--- config.mk ---
export PLATFORM = sky130hd
export DESIGN_NAME = dmwc_front
export DESIGN_NICKNAME = d
export VERILOG_FILES = /design/src/design/dmwc_pkg.sv /design/src/design/dmwc_front.sv
export SDC_FILE = /design/constraint.sdc
export NUM_CORES = 1
export LEC_CHECK = 0
export BUFFER_PORTS_ARGS = -buffer_cell sky130_fd_sc_hd__buf_2
export CAP_MARGIN = 20
export CORE_ASPECT_RATIO = 1.5
export CORE_UTILIZATION = 35
export CTS_CLUSTER_SIZE = 10
export DETAILED_ROUTE_END_ITERATION = 10
export PLACE_DENSITY_LB_ADDON = 0.2
export SLEW_MARGIN = 20
export SYNTH_ARGS = -nofsm -noshare
export SYNTH_HDL_FRONTEND = slang
export SYNTH_SLANG_ARGS = --single-unit
--- constraint.sdc ---
create_clock -name clk_i -period 9.85 [get_ports clk_i]
set_clock_uncertainty 0.2 [all_clocks]
set_input_delay 0.985 -clock clk_i [delete_from_list [all_inputs] [get_ports clk_i]]
set_output_delay 0.985 -clock clk_i [all_outputs]
set_load 0.02 [all_outputs]
--- src/design/dmwc_pkg.sv ---
`default_nettype none
package dmwc_pkg;

  localparam logic [2:0] FUNC_READ  = 3'd0;
  localparam logic [2:0] FUNC_WRITE = 3'd1;
  localparam logic [2:0] FUNC_ZERO  = 3'd2;
  localparam logic [2:0] FUNC_FLUSH = 3'd3;
  localparam logic [2:0] FUNC_FILL  = 3'd4;

  localparam logic [3:0] MAX_BYTES = 4'd8;

  typedef enum logic [2:0] {
    OP_READ,
    OP_WRITE,
    OP_ZERO,
    OP_FLUSH,
    OP_FILL,
    OP_BAD
  } op_e;

  typedef enum logic [1:0] {
    KIND_DONE  = 2'd0,
    KIND_WB    = 2'd1,
    KIND_FETCH = 2'd2,
    KIND_ERR   = 2'd3
  } kind_e;

  typedef enum logic [1:0] {
    F_IDLE,
    F_DIV,
    F_HOLD
  } fstate_e;

  typedef enum logic [3:0] {
    S_CLEAR,
    S_IDLE,
    S_ERR,
    S_META,
    S_ACC,
    S_RD0,
    S_RD1,
    S_RD2,
    S_WR1,
    S_ZERO,
    S_WB_RD,
    S_WB_EM,
    S_FETCH,
    S_DONE
  } bstate_e;

  typedef struct packed {
    op_e         op;
    logic [31:0] cluster;
    logic [7:0]  offset;
    logic [3:0]  count;
    logic [63:0] wdata;
  } req_t;

  typedef struct packed {
    logic        valid;
    logic        dirty;
    logic [31:0] tag;
  } meta_t;

endpackage
`default_nettype wire

--- src/design/dmwc_front.sv ---
`default_nettype none
module dmwc_front #(
  parameter int LINES = 16,
  parameter int IDXW  = 4
) (
  input  wire logic              clk_i,
  input  wire logic              rst_ni,
  input  wire logic              hold_i,
  input  wire logic              push_i,
  output logic                   full_o,
  input  wire logic [2:0]        func_i,
  input  wire logic [31:0]       cluster_i,
  input  wire logic [7:0]        offset_i,
  input  wire logic [3:0]        byte_count_i,
  input  wire logic [63:0]       wdata_i,
  input  wire logic              q_full_i,
  output logic                   q_push_o,
  output dmwc_pkg::req_t         q_req_o,
  output logic [IDXW-1:0]        q_idx_o
);
  import dmwc_pkg::*;

  localparam bit POW2 = (LINES & (LINES - 1)) == 0;
  // ceil(2^(32+IDXW) / LINES): exact quotient for every 32-bit cluster
  localparam logic [63:0] RECIP =
    ((64'd1 << (32 + IDXW)) + 64'(LINES) - 64'd1) / 64'(LINES);
  localparam logic [16:0] RECIP_LO = RECIP[16:0];
  localparam logic [16:0] RECIP_HI = RECIP[33:17];

  fstate_e          fstate_q, fstate_d;
  req_t             req_q, req_d;
  logic [IDXW-1:0]  idx_q, idx_d;
  logic [1:0]       div_cnt_q, div_cnt_d;
  logic [65:0]      prod_q, prod_d;
  logic [48:0]      part;
  logic [IDXW-1:0]  quo_lo;
  logic             accept;

  assign full_o   = hold_i || (fstate_q == F_DIV) || (fstate_q == F_HOLD && q_full_i);
  assign accept   = push_i && !full_o;
  assign q_push_o = (fstate_q == F_HOLD) && !q_full_i;
  assign q_req_o  = req_q;
  assign q_idx_o  = idx_q;

  always_comb begin
    fstate_d  = fstate_q;
    req_d     = req_q;
    idx_d     = idx_q;
    div_cnt_d = div_cnt_q;
    prod_d    = prod_q;
    // cluster times the reciprocal, low then high half
    part   = 49'(req_q.cluster) * 49'((div_cnt_q == 2'd0) ? RECIP_LO : RECIP_HI);
    quo_lo = IDXW'(prod_q >> (32 + IDXW));
    case (fstate_q)
      F_DIV: begin
        div_cnt_d = div_cnt_q + 2'd1;
        if (div_cnt_q == 2'd0) begin
          prod_d = 66'(part);
        end else if (div_cnt_q == 2'd1) begin
          prod_d = prod_q + (66'(part) << 17);
        end else begin
          // remainder fits in IDXW bits, so low bits of x - q*LINES suffice
          idx_d    = req_q.cluster[IDXW-1:0] - IDXW'(quo_lo * IDXW'(LINES));
          fstate_d = F_HOLD;
        end
      end
      F_IDLE, F_HOLD: begin
        if (fstate_q == F_HOLD && !q_full_i) begin
          fstate_d = F_IDLE;
        end
        if (accept) begin
          case (func_i)
            FUNC_READ:  req_d.op = OP_READ;
            FUNC_WRITE: req_d.op = OP_WRITE;
            FUNC_ZERO:  req_d.op = OP_ZERO;
            FUNC_FLUSH: req_d.op = OP_FLUSH;
            FUNC_FILL:  req_d.op = OP_FILL;
            default:    req_d.op = OP_BAD;
          endcase
          req_d.cluster = cluster_i;
          req_d.offset  = offset_i;
          req_d.count   = (byte_count_i > MAX_BYTES) ? MAX_BYTES : byte_count_i;
          req_d.wdata   = wdata_i;
          div_cnt_d     = 2'd0;
          if (POW2) begin
            idx_d    = IDXW'(cluster_i & 32'(LINES - 1));
            fstate_d = F_HOLD;
          end else begin
            idx_d    = '0;
            fstate_d = F_DIV;
          end
        end
      end
      default: fstate_d = F_IDLE;
    endcase
  end

  always_ff @(posedge clk_i or negedge rst_ni) begin
    if (!rst_ni) begin
      fstate_q  <= F_IDLE;
      div_cnt_q <= '0;
    end else begin
      fstate_q  <= fstate_d;
      div_cnt_q <= div_cnt_d;
    end
  end

  always_ff @(posedge clk_i) begin
    req_q  <= req_d;
    idx_q  <= idx_d;
    prod_q <= prod_d;
  end

endmodule
`default_nettype wire

==> results.md <==
* Commonest non-fill, non-tap cells in the layout: buf_2, edfxtp_1, clkbuf_16
* Critical R2R Capture: q_req_o[1]
* Compound-cell area share of the yosys netlist at 0.4686%
* Netlist cell types at 10
* Post-CTS Hold Buffers at 0
* Die area at 0.01033 mm2
* Clock-pin transition on the worst setup and hold timing paths at 60 ps
* Setup crit start kind: input pin
* Hold Vio Cnt, Final at 0
* Pleak at 2.166 nW
* Period minus WS final at 2869 ps
* Slew @ Worst Pin at 779.1 ps
* Crit path kind: in -> reg
* Layout cells sized above 1 at 66.67%
* Area leader, netlist: edfxtp_1
* Max IR drop VDD at 0.1470 mV
* Top cell type's share of synthesized area at 96.03%
* First-pass GRT wire length at 10490 um
* Avg Inst Size Synth at 26.91 um2
* Initial antenna violation count at 1
* Core box area at 0.009634 mm2
* Critical Path End: q_req_o[1]
* Post-CTS Resized at 0
* Xor/xnor cell area share of the yosys netlist at 0%
* Simple-gate area share of the yosys netlist at 1.694%
* Setup Buffers After CTS at 0
* Clock Tree Buf Depth at 2
* Synthesized Nets at 245
* Initial DRC Count at 106
* Routed WL at 7634 um
* Vias in the first global route at 2010
* Reg2reg setup slack at 7430 ps
* Global-route usage over all layers at 13.93%
* Synth top area cells: edfxtp_1, nor2b_1, buf_4, dfrtp_1, nand2b_4
* Setup violators final at 0
* Largest net degree at the start of global routing at 64
* CTS sink cnt at 112
* Max_cap viols at 0
* F_max at 0.3485 GHz
* Slowest-stage cell, CP: buf_4
* Initial core utilization at 36.03%
* Crit path from: hold_i
* Slew margin rel. at 48.06%
* Worst min path class: in -> async
* Post-Syn Area at 0.003471 mm2
* I/O pins at 233
* Fin Setup TNS at 0 ps
* HPWL Detailed at 5707 um
* Required @ worst endpoint at 9610 ps
* DR vias at 2115
* Final Util at 52.83%
* Synthesis Warnings at 0
* Largest family of logic cells by synthesized area: simple AND/OR/NAND/NOR gates
* Antenna viol nets, final at 0
* Number of synthesized register bits at 112
* RD Place Congestion at 0.6968
* DIE HEIGHT at 124.0 um
* Final global-route overflow total at 0
* Wirelength per Cell at 15.64 um
* Area Growth Syn to Fin at 46.65%
* Worst r2r path cells at 3
* Synth Instances at 129
* Endpoint type of the worst setup path: flop
* Register area share after synthesis at 96.76%
* Worst flop-to-flop path startpoint: fstate_q[1]
* Post-layout net count at 484
* Worst Path Arrival at 2630 ps
* # DRC at 0
* Via density at 4.334
* CTS Root Cell: clkbuf_16
* Adder-cell share of the synthesized area at 0%
* CTS tree: done
* Most common cell after layout, fill and taps aside: buf_2
* Final period util at 29.13%
* Peak per-stage delay on the critical path at 740 ps
* Outcome: completed
* CP Max Fanout at 63
* Final total power at 1.028 mW
* Slew Viols, Final at 0
* RSZ-0062 raised after global routing: false
* Die width at 83.31 um
* CTS buffer count at 9
* H-tree levels at 3
* Rows at 44
* First-pass detailed-route iteration total at 4
* IO buf count at 232
* CP most frequent cell: buf_4
* Crit-path cells: buf_2, nand2b_4, a21oi_4, buf_4, buf_4
* Hold WS at 216.4 ps
* Post-synthesis mux area share at 0%
* Clock Latency Late Sink at 330 ps
* PwrDens at 202.1 mW/mm2
## per-stage QoR
step / instance area [um2] / instances / setup WS (ps)
floorplan: 3471 / 129 / 5075
global placement: 4761 / 472 / 6667
detailed placement: 4761 / 472 / 6601
CTS: 5087 / 487 / 6969
global route: 5090 / 488 / 6858
finish: 5090 / 488 / 6981
## layout make-up
cell class	instances	area, um2
diodes	1	2.502
clock buffers	11	232.7
clock inverters	4	93.84
fillers	821	4544
multi-input cells	11	82.58
flip-flops and latches	112	3358
well taps	115	143.9
repair buffers	234	1176
## where the power goes
part | internal, mW | switching (mW) | leakage (nW)
Sequential | 0.549 | 0.00456 | 1.05
Combinational | 0.0304 | 0.0497 | 0.962
Clock | 0.247 | 0.149 | 0.157
## kinds of logic after synthesis
| family | after synthesis |
|---|---|
| compound gates | 2 |
| buf+inv | 6 |
| flops | 112 |
| simple gates | 9 |
## synth_stat cells
cell type and n:
dfrtp_1 1, edfxtp_1 111, nor2b_1 5, a21o_1 1, buf_4 4, nand2b_4 1
nand2b_1 1, nand2_1 2, clkbuf_1 2, a21oi_2 1
## flip-flops by register name, summed over array words and instances (netlist names)
register / count
q_req_o: 111
fstate_q: 1
## critical path: cells and delay by family
family	cells	cell delay [ps]
buf+inv	3	1350
compound gates	1	100
simple gates	1	140
## how the worst min path moves through the flow
stage / cells after the start / to
floorplan: 2 / fstate_q[1]
global placement: 2 / fstate_q[1]
detailed placement: 2 / fstate_q[1]
CTS: 1 / fstate_q[1]
global route: 1 / fstate_q[1]
finish: 1 / fstate_q[1]
## metal layers
layer | wire (um) | part of all wire, % | GRT usage (%)
met1 | 2703 | 35 | 14.64
met2 | 4120 | 54 | 24.39
met3 | 572 | 7.5 | 4.705
met4 | 236 | 3.1 | 8.190
met5 | 0 | 0 | 0
Power figures use the tool's default switching activity.
