--- config.mk ---
export PLATFORM = sky130hd
export DESIGN_NAME = dmwc_fifo
export DESIGN_NICKNAME = d
export VERILOG_FILES = /design/src/design/dmwc_pkg.sv /design/src/design/dmwc_fifo.sv
export SDC_FILE = /design/constraint.sdc
export NUM_CORES = 1
export LEC_CHECK = 0
export ABC_AREA = 0
export BUFFER_PORTS_ARGS = -buffer_cell sky130_fd_sc_hd__buf_2
export CAP_MARGIN = 10
export CORE_MARGIN = 2
export CORE_UTILIZATION = 56
export DETAILED_ROUTE_END_ITERATION = 12
export PLACE_DENSITY = 0.83
export SLEW_MARGIN = 20
export SYNTH_ARGS = -nofsm -noshare
export SYNTH_HDL_FRONTEND = slang
export SYNTH_SLANG_ARGS = --single-unit
--- constraint.sdc ---
create_clock -name clk_i -period 10.4 [get_ports clk_i]
set_input_delay 1.04 -clock clk_i [delete_from_list [all_inputs] [get_ports clk_i]]
set_output_delay 1.04 -clock clk_i [all_outputs]
set_load 0.05 [all_outputs]
--- src/design/dmwc_pkg.sv ---
`default_nettype none
package dmwc_pkg;

  localparam logic [2:0] FUNC_READ  = 3'd0;
  localparam logic [2:0] FUNC_WRITE = 3'd1;
  localparam logic [2:0] FUNC_ZERO  = 3'd2;
  localparam logic [2:0] FUNC_FLUSH = 3'd3;
  localparam logic [2:0] FUNC_FILL  = 3'd4;

  localparam logic [3:0] MAX_BYTES = 4'd8;

  typedef enum logic [2:0] {
    OP_READ,
    OP_WRITE,
    OP_ZERO,
    OP_FLUSH,
    OP_FILL,
    OP_BAD
  } op_e;

  typedef enum logic [1:0] {
    KIND_DONE  = 2'd0,
    KIND_WB    = 2'd1,
    KIND_FETCH = 2'd2,
    KIND_ERR   = 2'd3
  } kind_e;

  typedef enum logic [1:0] {
    F_IDLE,
    F_DIV,
    F_HOLD
  } fstate_e;

  typedef enum logic [3:0] {
    S_CLEAR,
    S_IDLE,
    S_ERR,
    S_META,
    S_ACC,
    S_RD0,
    S_RD1,
    S_RD2,
    S_WR1,
    S_ZERO,
    S_WB_RD,
    S_WB_EM,
    S_FETCH,
    S_DONE
  } bstate_e;

  typedef struct packed {
    op_e         op;
    logic [31:0] cluster;
    logic [7:0]  offset;
    logic [3:0]  count;
    logic [63:0] wdata;
  } req_t;

  typedef struct packed {
    logic        valid;
    logic        dirty;
    logic [31:0] tag;
  } meta_t;

endpackage
`default_nettype wire

--- src/design/dmwc_fifo.sv ---
`default_nettype none
module dmwc_fifo #(
  parameter int IDXW = 4
) (
  input  wire logic            clk_i,
  input  wire logic            rst_ni,
  input  wire logic            push_i,
  output logic                 full_o,
  input  wire dmwc_pkg::req_t  req_i,
  input  wire logic [IDXW-1:0] idx_i,
  input  wire logic            pop_i,
  output logic                 empty_o,
  output dmwc_pkg::req_t       req_o,
  output logic [IDXW-1:0]      idx_o
);
  import dmwc_pkg::*;

  req_t            req_mem [2];
  logic [IDXW-1:0] idx_mem [2];
  logic            wr_ptr_q, rd_ptr_q;
  logic [1:0]      cnt_q;
  logic            do_push, do_pop;

  assign full_o  = cnt_q == 2'd2;
  assign empty_o = cnt_q == 2'd0;
  assign do_push = push_i && !full_o;
  assign do_pop  = pop_i && !empty_o;
  assign req_o   = req_mem[rd_ptr_q];
  assign idx_o   = idx_mem[rd_ptr_q];

  always_ff @(posedge clk_i or negedge rst_ni) begin
    if (!rst_ni) begin
      wr_ptr_q <= 1'b0;
      rd_ptr_q <= 1'b0;
      cnt_q    <= 2'd0;
    end else begin
      if (do_push) wr_ptr_q <= !wr_ptr_q;
      if (do_pop)  rd_ptr_q <= !rd_ptr_q;
      cnt_q <= cnt_q + 2'(do_push) - 2'(do_pop);
    end
  end

  always_ff @(posedge clk_i) begin
    if (do_push) begin
      req_mem[wr_ptr_q] <= req_i;
      idx_mem[wr_ptr_q] <= idx_i;
    end
  end

endmodule
`default_nettype wire

==> results of run 1 <==
[area by class of cell]
class / instances / area share [%]
Antenna cell: 1 / 0.0234
Clock buffer: 31 / 5.65
Clock inverter: 9 / 0.876
Inverter: 2 / 0.0701
Multi-Input combinational cell: 127 / 14.5
Sequential cell: 234 / 65.5
Tap cell: 188 / 2.20
Timing Repair Buffer: 239 / 11.3
[synthesized netlist by cell type, drive strengths merged]
cell type | instances | area share, %
and3 | 1 | 0.072
buf | 13 | 1.2
xnor2 | 3 | 0.30
edfxtp | 230 | 80
inv | 2 | 0.087
nor2 | 2 | 0.087
nand2 | 1 | 0.043
mux2 | 115 | 17
dfrtp | 4 | 1.2
nand2b | 1 | 0.072
xor2 | 1 | 0.10
ha | 2 | 0.29
nor2b | 1 | 0.072
[layer usage]
metal	up-vias	global-route usage (%)	part of all wire, %
met5	-	0	0.071
met3	35	5.97	8.5
met2	191	31.2	51
met4	2	5.49	2.4
met1	2157	22.2	38
li1	2003	-	-
[cells by family (layout without fill, tap and decap cells)]
kind of cell,after synthesis,count (layout)
and+or+nand+nor,6,6
xor gates and xnor gates,4,4
muxes,115,115
buffers and inverters,15,281
other,0,1
adders and majority gates,2,2
DFF,234,234
[worst max-delay path by stage]
stage	start	end	slack (ns)	cells past startpoint
after floorplan	push_i	idx_mem[0][0]	3.89	2
after global placement	rd_ptr_q	idx_o[1]	6.94	3
after global routing	rd_ptr_q	req_o[52]	6.24	3
final	rd_ptr_q	req_o[60]	6.40	3
after detailed placement	rd_ptr_q	req_o[52]	6.88	3
after CTS	rd_ptr_q	req_o[52]	6.34	3
[power groups by stage]
stage / Clock [W] / Sequential (W) / Combinational [W]
after floorplan: 0 / 0.00137 / 0.00127
after global placement: 0 / 0.00140 / 0.00148
after detailed placement: 0 / 0.00141 / 0.00150
after CTS: 0.000789 / 0.00140 / 0.00150
after global routing: 0.000823 / 0.00141 / 0.00156
final: 0.000773 / 0.00139 / 0.00149
[stage by stage]
stage	power (W)	utilization (%)	instance area [um^2]	std cells
finish	0.00365	70.7	10700	831
global route	0.00379	70.7	10700	831
CTS	0.00369	70.7	10700	830
detailed placement	0.00291	66.1	10000	790
global placement	0.00288	66.1	10000	790
floorplan	0.00264	-	8650	376
[worst max-delay path, cell delays in order (launching register included)]
cell and delay [ns]:
dfrtp_4 0.96, buf_4 0.81, mux2_2 0.42, buf_2 0.21
[registers in the layout, summed over array words and instances (netlist names)]
name and count:
idx_mem 8, req_mem 222, rd_ptr_q 1, cnt_q 2
wr_ptr_q 1
==> reports/summary.txt, run 1 <==
status = complete, no violations
setup TNS = 0 ns
sequential area share after synthesis = 81.0%
global-route usage over all layers = 18.2%
P_leak = 4.15 nW
Post-CTS Hold Fix Bufs = 0
root buffer cell = clkbuf_16
mux cell area share after synthesis = 16.7%
maximum clock path buffer count = 3
NetSw = 0.00148 W
worst skew pair latency = 0.49 ns
Die ar. = 16500 um^2
antenna violations before repair = 2
RSZ-0062 raised after global routing = no
Compound-Gate Fraction of Synth Area = 0%
number of CTS-inserted buffers = 23
MaxCap Viol Count = 0
highest-count cells in the layout ignoring fill and taps = 235 x buf_2, 230 x edfxtp_1, 75 x mux2_2, 40 x mux2_4, 23 x clkbuf_16
Site Rows = 45
worst hold slack = 0.345 ns
wire per inst = 18.7 um
DRC Markers = 0
post-synthesis average cell area = 23.0 um^2
Multi-input gate area = 1550 um^2
P&R area growth vs syn = 23.8%
largest net degree at the start of global routing = 69
power per cell area = 341 nW/um^2
DP Worst Slack = 6.88 ns
cells after synthesis = 376
H-tree depth = 1
Clock Power Share = 21.1%
Filler cells = 937
Post-Route Skew = 0.00456 ns
layout cells sized above 1 = 60.0%
clock sinks = 234
CTS tree = yes
Tcrit/Tclk final = 38.4%
CP Capture Type = output pin
Hold WC Path Type = in -> async
worst r2r path cells = 3
Die W = 128 um
Post-Syn Nets = 497
Detailed Place HPWL = 10400 um
commonest non-fill, non-tap cell in the layout = buf_2
Combinational Power Share = 40.7%
RD Place Congestion = 0.740
synthesis-stage register bit count = 234
vias per cell = 5.28
PostCTS Resize Cnt = 0
Pre-Repair DR Iteration Count = 4
vias in the first global route = 4490
setup ws final = 6.40 ns
# IOs = 236
Synth Warn # = 0
first-pass GRT wire length = 23000 um
crit path DAT = 2.96 ns
max-slew violations = 0
Initial Util = 57.1%
type of origin of the critical path = flop
sequential cell area = 7010 um^2
vias = 4388
Routed Antenna Nets = 0
clock-pin slew on the worst setup and hold paths = 0.06 ns
Setup violations, final = 0
Hold Fails Final Rpt = 0
highest ir drop seen on vdd = 249 uV
Switching Fraction = 40.4%
Initial DRC Count = 236
Final min period = 4.00 ns
drt total wl = 15600 um
Post-Syn Area = 8650 um^2
relative slew slack = 39.3%
simple-gate share of the synthesized area = 0.347%
Congestion Overflow GR = 0
FF-to-FF End = req_mem[1][106]
Slew @ Worst Pin = 0.910 ns
post-synthesis xor/xnor area fraction = 0.405%
Synth cell types = 15
Seq pwr share = 38.1%
Post-CTS Setup Bufs = 0
Synth Area in Adders = 0.289%
R2R setup slack = 7.97 ns
nets@finish = 748
Int Power = 0.00218 W
Buffers on Ports = 235
core box area = 15100 um^2
main combinational cell family by area after synthesis = multiplexers
worst r2r src = cnt_q[1]
Crit path required time = 9.36 ns
crit path max fanout = 59
Setup CP Type = reg -> out
Die Y = 128 um
Fmax = 0.250 GHz
(Power assumes the default switching activity.)
==> run 2: changes to the inputs <==
CORE_UTILIZATION = 47   (was 56)
PLACE_DENSITY = 0.75   (was 0.83)
clock period = 3.3 ns   (was 10.4 ns; I/O delays follow)
==> run 2 against run 1 <==
Global-route usage fell by 2.1 points. Critical endpoint is now req_o[53]. Largest cell class unchanged. Worst hold slack worse by 0.32 ns. Sequential power increased to 3.1 times the previous value. Utilization fell by 8.3 points. First-iteration DRC count grew 2.1%. Via count up 3.8%. Die area grew 19%. Setup slack got worse by 5.7 ns. Sequential cell count unchanged. Count of clock-buffer cells in the layout down 5.
==> reports/summary.txt, run 2 (same netlist as run 1, synthesis figures left out) <==
PostCTS Resize Cnt = 0 (unchanged)
max-slew violations = 0 (unchanged)
worst r2r path cells = 4 (was 3)
Worst path slowest cell = buf_12 (was dfrtp_4)
CTS tree = yes (unchanged)
Filler cells = 1273 (was 937)
commonest non-fill, non-tap cell in the layout = buf_2 (unchanged)
R2R setup slack = 1.35 ns (was 7.97 ns)
Initial Util = 48.0% (was 57.1%)
FF-to-FF End = req_mem[0][110] (was req_mem[1][106])
RD Place Congestion = 0.726 (was 0.740)
crit path DAT = 2.22 ns (was 2.96 ns)
clock sinks = 234 (unchanged)
worst skew pair latency = 0.50 ns (was 0.49 ns)
status = complete, no violations (unchanged)
crit path max fanout = 116 (was 59)
P&R area growth vs syn = 30.0% (was 23.8%)
global-route usage over all layers = 16.1% (was 18.2%)
Die ar. = 19500 um^2 (was 16500 um^2)
Fmax = 0.392 GHz
nets@finish = 794 (was 748)
vias = 4553 (was 4388)
Largest regs = req_mem: 222 flops, idx_mem: 8 flops, cnt_q: 2 flops (unchanged)
Routed Antenna Nets = 0 (unchanged)
type of origin of the critical path = flop (unchanged)
power per cell area = 1030 nW/um^2 (was 341 nW/um^2)
first-pass GRT wire length = 25300 um (was 23000 um)
Site Rows = 49 (was 45)
Pre-Repair DR Iteration Count = 4 (unchanged)
vias in the first global route = 4952 (was 4490)
Post-Route Skew = 0.0135 ns (was 0.00456 ns)
Initial DRC Count = 241 (was 236)
maximum clock path buffer count = 3 (unchanged)
DRC Markers = 0 (unchanged)
Post-CTS Hold Fix Bufs = 39 (was 0)
Setup crit start = rd_ptr_q (unchanged)
Congestion Overflow GR = 0 (unchanged)
worst r2r src = cnt_q[0] (was cnt_q[1])
Crit path required time = 2.97 ns (was 9.36 ns)
Setup CP Type = reg -> out (unchanged)
setup TNS = 0 ns (unchanged)
Post-CTS Setup Bufs = 0 (unchanged)
Final min period = 2.55 ns
CP Capture Type = output pin (unchanged)
P_leak = 4.36 nW (was 4.15 nW)
MaxCap Viol Count = 0 (unchanged)
highest ir drop seen on vdd = 762 uV (was 249 uV)
relative slew slack = 41.7% (was 39.3%)
overall power = 0.0116 W (was 0.00365 W)
CP peak stage delay = 0.49 ns (was 0.96 ns)
largest net degree at the start of global routing = 117 (was 69)
antenna violations before repair = 2 (unchanged)
layout cells sized above 1 = 57.4% (was 60.0%)
number of CTS-inserted buffers = 24 (was 23)
root buffer cell = clkbuf_16 (unchanged)
Detailed Place HPWL = 10400 um (about the same)
Buffers on Ports = 235 (unchanged)
Tcrit/Tclk final = 77.2%
H-tree depth = 1 (unchanged)
crit path cell chain = buf_12, mux2_2, buf_2 (was buf_4, mux2_2, buf_2)
Biggest register = req_mem (unchanged)
Die W = 140 um (was 128 um)
# IOs = 236 (unchanged)
RSZ-0062 raised after global routing = no (unchanged)
vias per cell = 4.98 (was 5.28)
max reg flops = 222 (unchanged)
Setup violations, final = 0 (unchanged)
crit path to = req_o[53] (was req_o[60])
Slew @ Worst Pin = 0.875 ns (was 0.910 ns)
drt total wl = 16300 um (was 15600 um)
highest-count cells in the layout ignoring fill and taps = 235 x buf_2, 230 x edfxtp_1, 75 x mux2_2, 44 x dlygate4sd3_1, 40 x mux2_4 (was 235 x buf_2, 230 x edfxtp_1, 75 x mux2_2, 40 x mux2_4, 23 x clkbuf_16)
clock-pin slew on the worst setup and hold paths = 0.06 ns (about the same)
Hold Fails Final Rpt = 0 (unchanged)
Die Y = 140 um (was 128 um)
core box area = 18000 um^2 (was 15100 um^2)
Hold WC Path Type = in -> reg (was in -> async)
wire per inst = 17.9 um (was 18.7 um)
[run 2: cell count changes in the layout (fill, tap and decap cells not counted)]
| cell | previous run | this run |
|---|---|---|
| buf_12 | 0 | 2 |
| buf_4 | 4 | 3 |
| bufinv_16 | 2 | 1 |
| clkbuf_1 | 8 | 1 |
| clkbuf_16 | 23 | 25 |
| clkinv_1 | 4 | 2 |
| clkinv_2 | 2 | 7 |
| clkinv_4 | 1 | 0 |
| clkinvlp_4 | 0 | 2 |
| dlygate4sd3_1 | 0 | 44 |
[run 2: worst min-delay path by stage]
| stage | from | to | slack [ns] | cells after the start |
|---|---|---|---|---|
| floorplan | rst_ni | cnt_q[0] | 0.03 | 0 |
| global placement | rst_ni | wr_ptr_q | 0.13 | 1 |
| detailed placement | rst_ni | cnt_q[0] | 0.14 | 1 |
| CTS | req_i[85] | req_mem[0][85] | 0.0004 | 1 |
| global route | req_i[103] | req_mem[1][103] | -0.002 | 1 |
| finish | req_i[54] | req_mem[0][54] | 0.02 | 1 |
[run 2: routing by layer]
layer,vias up,wire length [um],track usage [%]
li1,2081,-,-
met1,2253,6590,19.9
met2,195,8120,27.8
met3,24,1310,4.68
met4,0,321,4.53
met5,-,0,0
[run 2: critical path: cells and delay by family (launching register included)]
family | cells | cell delay (ns)
buffers and inverters | 2 | 0.70
multiplexers | 1 | 0.42
flip-flops | 1 | 0.41
[run 2: cell type report]
cell class,instances,area [um^2],area share (%)
Multi-Input combinational cell,127,1550,13.8
Antenna cell,1,2.50,0.0222
Timing Repair Buffer,284,1680,14.9
Sequential cell,234,7010,62.3
Inverter,2,7.51,0.0667
Clock buffer,26,629,5.59
Clock inverter,12,87.6,0.778
Tap cell,229,287,2.55
[run 2: power by group]
| part | internal, W | total [W] | switching (W) |
|---|---|---|---|
| clock network | 0.00144 | 0.00245 | 0.00102 |
| logic | 0.00142 | 0.00493 | 0.00351 |
| registers | 0.00407 | 0.00424 | 0.000168 |
| total | 0.00693 | 0.0116 | 0.00470 |
[run 2: per-stage QoR]
stage / utilization (%) / worst slack (ns) / cells / hold WS, ns / instance area (um^2)
4_1_cts: 62.1 / 0.781 / 909 / 0.000446 / 11200
2_1_floorplan: - / 0.550 / 376 / 0.0344 / 8660
6_report: 62.4 / 0.751 / 915 / 0.0217 / 11300
3_3_place_gp: 56.0 / 1.36 / 832 / 0.134 / 10100
5_1_grt: 62.4 / 0.698 / 915 / -0.00172 / 11300
3_5_place_dp: 56.0 / 1.33 / 832 / 0.139 / 10100
==> run 3: changes to the inputs <==
ABC_AREA = 1   (was 0)
CORE_UTILIZATION = 52   (was 47)
PLACE_DENSITY = 0.78   (was 0.75)
clock period = 2.58 ns   (was 3.3 ns; I/O delays follow)
==> run 3 against run 2 <==
Sequential power rose by 29%. Die area fell by 9.8%. First-iteration DRC count rose by 66%. Worst hold slack improved by 0.044 ns. Combinational power rose by 42%. Utilization rose by 9.8 points. Largest cell class unchanged. Area after synthesis fell by 0.49%. Clock skew rose by 0.0013 ns. Sequential share of layout area fell by 3.2 points. Largest power group unchanged. Critical path type unchanged. Setup slack got worse by 0.55 ns.
==> reports/summary.txt, run 3 <==
Biggest register = req_mem (unchanged)
P_leak = 5.12 nW (was 4.36 nW)
Filler cells = 1006 (was 1273)
ys flop type = edfxtp_1 (unchanged)
vias in the first global route = 6305 (was 4952)
Post-synth ARST share = 1.71% (unchanged)
Crit path required time = 2.32 ns (was 2.97 ns)
drt total wl = 19400 um (was 16300 um)
number of synthesized flops with an enable pin = 230 (unchanged)
Final min period = 2.38 ns
Tcrit/Tclk final = 92.3%
DRC Markers = 0 (unchanged)
clock sinks = 234 (unchanged)
clock-pin slew on the worst setup and hold paths = 0.07 ns (was 0.06 ns)
placed cell count = 1072 (was 832)
Post-Route Skew = 0.0148 ns (was 0.0135 ns)
Hold Fails Final Rpt = 0 (unchanged)
global-route usage over all layers = 21.8% (was 16.1%)
Routed Antenna Nets = 0 (unchanged)
WHS Path Cells = 3 (was 1)
P&R area growth vs syn = 37.7% (was 30.0%)
Largest regs = req_mem: 222 flops, idx_mem: 8 flops, cnt_q: 2 flops (unchanged)
crit path DAT = 2.12 ns (was 2.22 ns)
Die W = 133 um (was 140 um)
most frequent cell after synthesis = nand2_1 (was edfxtp_1)
power per cell area = 1300 nW/um^2 (was 1030 nW/um^2)
type of origin of the critical path = flop (unchanged)
synthesis-stage register bit count = 234 (unchanged)
crit path max fanout = 38 (was 116)
core box area = 16400 um^2 (was 18000 um^2)
Multi-input gate area = 1410 um^2 (was 1550 um^2)
largest net degree at the start of global routing = 116 (was 117)
Setup CP Type = reg -> out (unchanged)
vias per cell = 4.86 (was 4.98)
antenna violations before repair = 1 (was 2)
worst skew pair latency = 0.49 ns (was 0.50 ns)
# IOs = 236 (unchanged)
post-synthesis average cell area = 13.6 um^2 (was 23.0 um^2)
Slew @ Worst Pin = 0.669 ns (was 0.875 ns)
Clock Power Share = 18.9% (was 21.1%)
RSZ-0062 raised after global routing = no (unchanged)
H-tree depth = 1 (unchanged)
Post-CTS Setup Bufs = 0 (unchanged)
crit path cell chain = buf_4, nand2_1, nand2_1, buf_2 (was buf_12, mux2_2, buf_2)
sequential cell area = 7010 um^2 (unchanged)
Congestion Overflow GR = 0 (unchanged)
Pre-Repair DR Iteration Count = 5 (was 4)
Seq pwr share = 35.7% (was 36.5%)
fin cells = 1229 (was 915)
Post-Syn Area = 8610 um^2 (was 8650 um^2)
root buffer cell = clkbuf_16 (unchanged)
PostCTS Resize Cnt = 0 (unchanged)
Die Y = 133 um (was 140 um)
Fmax = 0.420 GHz
Hold Crit Start = push_i (was req_i[54])
Worst path slowest cell = dfrtp_4 (was buf_12)
main area contributors after synthesis = edfxtp_1 80%, nand2_1 16%, dfrtp_1 1.2%, buf_2 0.81%, buf_6 0.65% (was edfxtp_1 80%, mux2_2 9.8%, mux2_4 6.9%, dfrtp_1 1.2%, buf_6 0.78%)
worst r2r path cells = 4 (unchanged)
maximum clock path buffer count = 3 (unchanged)
nets@finish = 1115 (was 794)
Detailed Place HPWL = 10500 um (was 10400 um)
Initial DRC Count = 399 (was 241)
FF-to-FF End = req_mem[0][39] (was req_mem[0][110])
cells after synthesis = 634 (was 376)
max-slew violations = 0 (unchanged)
status = complete, no violations (unchanged)
Site Rows = 47 (was 49)
highest ir drop seen on vdd = 1040 uV (was 762 uV)
CTS tree = yes (unchanged)
Hold WC Path Type = in -> reg (unchanged)
NetSw = 0.00713 W (was 0.00470 W)
Switching Fraction = 46.4% (was 40.4%)
worst hold slack = 0.0660 ns (was 0.0217 ns)
most used cell, CP = nand2_1
max reg flops = 222 (unchanged)
biggest area consumer among synthesized cells = edfxtp_1 (unchanged)
Combinational Power Share = 45.4% (was 42.4%)
R2R setup slack = 0.90 ns (was 1.35 ns)
relative slew slack = 55.4% (was 41.7%)
CP Capture Type = output pin (unchanged)
CP peak stage delay = 0.70 ns (was 0.49 ns)
setup TNS = 0 ns (unchanged)
number of CTS-inserted buffers = 23 (was 24)
RD Place Congestion = 0.755 (was 0.726)
Post-Syn Nets = 755 (was 497)
most frequent cells after synthesis = 358 x nand2_1, 230 x edfxtp_1, 14 x buf_2, 10 x inv_1, 6 x buf_4 (was 230 x edfxtp_1, 75 x mux2_2, 40 x mux2_4, 7 x buf_2, 6 x buf_6)
first-pass GRT wire length = 30300 um (was 25300 um)
MaxCap Viol Count = 0 (unchanged)
worst r2r src = wr_ptr_q (was cnt_q[0])
top-area cell type share of the netlist area = 80.2% (was 79.8%)
Buffers on Ports = 235 (unchanged)
commonest non-fill, non-tap cell in the layout = nand2_1 (was buf_2)
Int Power = 0.00824 W (was 0.00693 W)
Synth Warn # = 0 (unchanged)
highest-count cells in the layout ignoring fill and taps = 356 x nand2_1, 235 x buf_2, 230 x edfxtp_1, 117 x dlygate4sd3_1, 23 x clkbuf_16 (was 235 x buf_2, 230 x edfxtp_1, 75 x mux2_2, 44 x dlygate4sd3_1, 40 x mux2_4)
Post-CTS Hold Fix Bufs = 117 (was 39)
Initial Util = 52.5% (was 48.0%)
hold path endpoint = wr_ptr_q (was req_mem[0][54])
wire per inst = 15.8 um (was 17.9 um)
vias = 5977 (was 4553)
Setup violations, final = 0 (unchanged)
layout cells sized above 1 = 27.6% (was 57.4%)
Die ar. = 17600 um^2 (was 19500 um^2)
sequential area share after synthesis = 81.4% (was 81.0%)
Synth cell types = 11 (was 15)
## run 3: changes by cell type after synthesis, moves of 3 or more
cell,delta
nand2_1,+357
xnor2_1,-3
buf_2,+7
inv_1,+8
mux2_4,-40
buf_4,+6
mux2_2,-75
nand3_1,+3
## run 3: metal layers
layer	share of wire (%)	wire (um)	vias to the layer above	track usage, %
met2	50	9750	280	38.1
met1	39	7520	2801	26.4
met4	3.0	574	0	8.24
met3	7.9	1530	48	5.06
li1	-	-	2848	-
met5	0	0	-	0
## run 3: power groups by stage
stage	clock, W	sequential (W)	combinational, W
after floorplan	0	0.00545	0.00530
after global placement	0	0.00551	0.00673
after detailed placement	0	0.00554	0.00679
after CTS	0.00295	0.00547	0.00695
after global routing	0.00310	0.00556	0.00739
final	0.00291	0.00548	0.00698
## run 3: layout make-up
cell class	count	share of cell area (%)
clock buffer	31	5.11
antenna	1	0.0211
multi-input combinational	364	11.9
tap	220	2.32
inverter	11	0.401
sequential	234	59.1
timing repair buffer	360	20.8
clock inverter	8	0.338
## run 3: metrics by stage
stage / power [W] / instance area (um^2) / setup WS (ns) / utilization (%)
2_1_floorplan: 0.0107 / 8630 / -0.101 / -
3_3_place_gp: 0.0122 / 10000 / 0.746 / 61.2
3_5_place_dp: 0.0123 / 10000 / 0.721 / 61.2
4_1_cts: 0.0154 / 11900 / 0.197 / 72.2
5_1_grt: 0.0160 / 11900 / 0.0805 / 72.3
6_report: 0.0154 / 11900 / 0.198 / 72.3
## run 3: worst max-delay path by stage
| stage | from | to | slack, ns | depth (start not counted) |
|---|---|---|---|---|
| 5_1_grt | rd_ptr_q | req_o[2] | 0.08 | 4 |
| 4_1_cts | rd_ptr_q | req_o[2] | 0.20 | 4 |
| 2_1_floorplan | cnt_q[1] | idx_mem[1][0] | -0.10 | 3 |
| 6_report | rd_ptr_q | req_o[2] | 0.20 | 4 |
| 3_3_place_gp | rd_ptr_q | req_o[2] | 0.75 | 4 |
| 3_5_place_dp | rd_ptr_q | req_o[2] | 0.72 | 4 |
## run 3: kinds of logic (layout without fill, tap and decap cells)
logic type,Yosys count,count (layout),synth area share [%]
DFF,234,234,81.4
and+or+nand+nor,362,362,15.8
adders and majority gates,2,2,0.291
buffers and inverters,36,410,2.50
other,0,1,0
## run 3: worst max-delay path: cells and delay by family, from the launching register on
kind / cells / cell delay (ns)
buffers and inverters: 2 / 0.67
flip-flops: 1 / 0.70
AND/OR/NAND/NOR: 2 / 0.24
